## src/rtl/lru_cache_with_victim_buffer_macros.svh

```systemverilog
// Assertion macros for the LRU cache with victim buffer.
// Included by the modules that carry concurrent assertions.
`ifndef LRU_CACHE_WITH_VICTIM_BUFFER_MACROS_SVH
`define LRU_CACHE_WITH_VICTIM_BUFFER_MACROS_SVH
// Implication checked every clock outside reset.
`define LCV_ASSERT_IMP(label, clk, rst, cond, prop, msg) \
   label: assert property (@(posedge clk) disable iff (rst) (cond) |-> (prop)) \
      else $error(msg);
// Implication whose consequent is checked at the next clock.
`define LCV_ASSERT_NEXT(label, clk, rst, cond, prop, msg) \
   label: assert property (@(posedge clk) disable iff (rst) (cond) |=> (prop)) \
      else $error(msg);
`endif

```

## src/rtl/lcv_ram.sv

```systemverilog
// Generic simple dual-port synchronous RAM (one write, one read port) with registered read.
// No dependencies.
`default_nettype none
module lcv_ram #(
   parameter int WIDTH = 8,
   parameter int DEPTH = 16
) (
   input  wire logic                     clock,
   input  wire logic                     wr_en,
   input  wire logic [$clog2(DEPTH)-1:0] wr_addr,
   input  wire logic [WIDTH-1:0]         wr_data,
   input  wire logic [$clog2(DEPTH)-1:0] rd_addr,
   output logic      [WIDTH-1:0]         rd_data
);
   logic [WIDTH-1:0] mem [DEPTH];
   always_ff @(posedge clock) begin
      if (wr_en) mem[wr_addr] <= wr_data;
      rd_data <= mem[rd_addr];
   end
endmodule
`default_nettype wire

```

## config.mk

```make
export PLATFORM = sky130hd
export DESIGN_NAME = lcv_ram
export DESIGN_NICKNAME = d
export VERILOG_FILES = /design/src/rtl/lru_cache_with_victim_buffer_macros.svh /design/src/rtl/lcv_ram.sv
export SDC_FILE = /design/constraint.sdc
export NUM_CORES = 1
export LEC_CHECK = 0
export BUFFER_PORTS_ARGS = -buffer_cell sky130_fd_sc_hd__buf_4
export CAP_MARGIN = 0
export CORE_ASPECT_RATIO = 1.1
export CORE_MARGIN = 1
export CORE_UTILIZATION = 50
export CTS_CLUSTER_DIAMETER = 50
export DETAILED_ROUTE_END_ITERATION = 8
export PLACE_DENSITY_LB_ADDON = 0.25
export SLEW_MARGIN = 20
export SYNTH_ARGS = -nofsm -noshare
export SYNTH_HDL_FRONTEND = slang
export SYNTH_SLANG_ARGS = --single-unit
```

## constraint.sdc

```tcl
create_clock -name clock -period 2.4 [get_ports clock]
set_input_delay 0.48 -clock clock [delete_from_list [all_inputs] [get_ports clock]]
set_output_delay 0.48 -clock clock [all_outputs]
set_load 0.005 [all_outputs]
```

# Word level (Yosys, flattened, before mapping)
# Memories as Yosys holds them, arrays and structs flattened. A register that Yosys moved wholly into a read port is not among the register bits.
# Index checks and enable logic that the tools add are counted.
word_totals:
  mem_bits_rw: 128
  memories: 1
  reg_bits: 0
classes:
  mux: 2
memory_table:
  columns: ["memory", "depth", "width", "read_ports", "rd_ports_with_merged_regs", "wr", "line", "rtl"]
  rows:
  - ["mem", 16, 8, 1, 1, 1, "lcv_ram.sv:15", "logic [WIDTH-1:0] mem [DEPTH];"]
op_table:
  columns: ["op", "n"]
  rows:
  - ["1-bit two-way mux", 2]

# Longest topological paths before layout
depth:
  word_depth: 2
  depth_mapped: 5
  ltp_nobuf: 3

# Least setup slack after synthesis
# Ideal clock, no wire load.
synth_path:
  path_type: "input port to flip-flop"
  from: "input port wr_addr[2]"
  to: "memory mem[0][0] (enable)"
  path_stages: 2
  t_required_ns: 2.017
  arrival_time_ns: 1.590
  setup_ns: 0.383
  path_slack_ns: 0.427
  cell_sequence: "or3b_2 > nor3_1"
synth_lines:
  columns: ["item", "line", "rtl"]
  rows:
  - ["start, declared", "lcv_ram.sv:10", "input wire logic [$clog2(DEPTH)-1:0] wr_addr,"]
  - ["end, declared", "lcv_ram.sv:15", null]
# Straight into the memory's write port.

# Worst setup path in the final report
layout_path:
  from: "register rd_data[0] (read register of mem)"
  to: "output port rd_data[0]"
layout_lines:
  columns: ["item", "line", "rtl"]
  rows:
  - ["start, declared", "lcv_ram.sv:13", "output logic [WIDTH-1:0] rd_data"]
# No word-level cell between the ends.

==> metrics.cfg <==
[status]
status=complete, no violations

[sta]
relSlewSlack=0.472
timing.final.ws_setup_ns=0.909
min_period_over_period=0.621
fmax_mhz=671
report.final.slew_viol_count=0
rsz0062_at_grt=no
fin_setup_tns_ns=0
setup_viol=0
hold_slack_ns=0.267
fin_crit_ns=1.49
finClkSkew_ns=0.00420
hold_violations=0
tightest_slew_ns=0.791

[placement]
pre_cts_slack_ns=0.423
io_buffers=25
dp_hpwl_um=6020
dp.cells=384
routabilityCongestion=0.727

[global_route]
grt_pass1_vias=2539
overflow=0
grt.total_usage=0.209
grt_pass1_wl_um=15200
grt_start_max_net_pins=33
antenna_found_initial=0

[power]
p_int_mw=4.37
power.leakage_nw=2.11
ir_drop_mv=0.568
switchingPower_mw=1.11
power_density_nw_per_um2=889
power.share.clock=0.465
power_frac_seq=0.488
p_comb_frac=0.047
swShare=0.203

[cells_and_area]
nets=301
diodes=0
final_cells=416
area_growth_pct=19.8
drive_gt1_frac=0.321

[clock_network]
clkLatencyLatePin_ns=0.52
cts_hold_buf=0
cts.repair.resized=0
cts_sinks=136
cts_tree=done
clkTransAtPathRegs_ns=0.06
clockRootBuffer=clkbuf_8
cts_buffers=17
clockBufferDepth=2
cts_setup_buffers=0
htree_num_levels=4

[synthesis]
synth-simple-area-share=0.0318
synth_area_sq_um=5150
synth_compound_area_frac=0.0233
synth-adder-area-share=0
synth_nets=247
yosys_warnings=0
synth-xor-area-share=0
ys_ff_latch=136
syn_inst=229
syn_avg_cell_area_sq_um=22.5
synth_cell_type_count=19
synth_top_family_by_area=multiplexers
yosys-mux-area-fraction=0.150
yosysSeqAreaShare=0.778

[setup_path]
r2r_cells=3
cp.depth=1
cp_max_fo=1
cp_num_buf_inv=1
crit_family=flip-flops
slowest_stage=dfxtp_1
cpPeakStageDelay_ns=0.36
cp.required_ns=1.92
critPathKind=register to primary output
cp-start-kind=register
crit_chain=buf_4
cp.arrival_ns=1.01
end_kind=primary output

[floorplan]
die_area_sq_um=10700
core-area_sq_um=9940
ios=26
fp.dieW_um=98.7
rows=38
start_util=0.518
dieHeight_um=108

[job]
drv_cap=0

[drt]
vias_per_cell=5.93
via_count=2467
drt_iter0_drc=193
wire_per_inst_um=23.4
first_pass_iters=4
drc=0
antenna_left=0
finalWirelength_um=9730

[hold_path]
min_path_type=input port to register
hold_depth=1

## synthesized netlist by cell type (all sizes together)
library cell	number	area, sq um
nand2b	2	12.5
dfxtp	8	160
and2	1	6.26
nor2	13	48.8
nand3	1	5.00
clkdlybuf4s25	3	30.0
nor3	4	20.0
and2b	1	7.51
mux4	32	773
nor2b	1	6.26
nand3b	2	15.0
a22oi	16	120
or3b	1	8.76
buf	7	56.3
edfxtp	128	3840
nand2	9	33.8
## cells by family after synthesis
group | Yosys count
buf+inv | 10
flops | 136
mux | 32
simple gates | 35
compound gates | 16
## metal layers
layer	part of all wire	wire, um	global-route usage
met3	0.055	531	0.0582
met4	0.022	218	0.0949
met2	0.48	4680	0.313
met5	0	0	0
met1	0.44	4310	0.288
## registers in the layout, indices dropped and copies added, names as in the netlist
| name | flops |
|---|---|
| mem | 128 |
| rd_data | 8 |
## worst reg2reg max path, stage by stage, from the launching register on
cell and delay (ns):
edfxtp_1 0.36, mux4_1 0.52, a22oi_1 0.28, nand2_1 0.09
## worst paths after layout
path	from	to	slack, ns
min	wr_data[5]	mem[5][5]	0.27
min reg2reg	mem[12][5]	rd_data[5]	0.67
max	rd_data[0]	rd_data[0]	0.91
max reg2reg	mem[1][0]	rd_data[0]	1.04
## power groups by stage
stage | Combinational, mW | Clock [mW] | Sequential [mW]
finish | 0.260 | 2.55 | 2.67
global route | 0.283 | 2.68 | 2.68
CTS | 0.265 | 2.59 | 2.67
detailed placement | 0.264 | 0 | 2.72
global placement | 0.257 | 0 | 2.72
floorplan | 0.135 | 0 | 2.72
## per-stage QoR
step / util / total power, mW / area, sq um
6_report: 0.621 / 5.48 / 6170
5_1_grt: 0.621 / 5.64 / 6170
4_1_cts: 0.621 / 5.53 / 6170
3_5_place_dp: 0.561 / 2.99 / 5570
3_3_place_gp: 0.561 / 2.98 / 5570
2_1_floorplan: - / 2.85 / 5150
## layout make-up
class	instances	area [sq um]
Multi-Input combinational cell	83	1060
Clock buffer	18	418
Clock inverter	14	175
Tap cell	120	150
Fill cell	690	3770
Sequential cell	136	4000
Timing Repair Buffer	45	363
## layout by cell type, fill, tap and decap left out
cell type,n
edfxtp_1,128
buf_4,43
mux4_2,18
a22oi_1,16
clkbuf_16,16
mux4_1,14
nor2_1,13
nand2_1,9
dfxtp_1,8
nor3_1,4
clkinv_4,4
bufinv_16,3
clkinvlp_4,3
nand3b_1,2
nand2b_1,2
inv_6,2
clkinv_2,2
buf_12,2
nor2b_1,1
and2_1,1
and2b_1,1
nand3_1,1
or3b_2,1
clkbuf_8,1
clkbuf_1,1
Note: power is estimated with default switching activity, not from simulation.
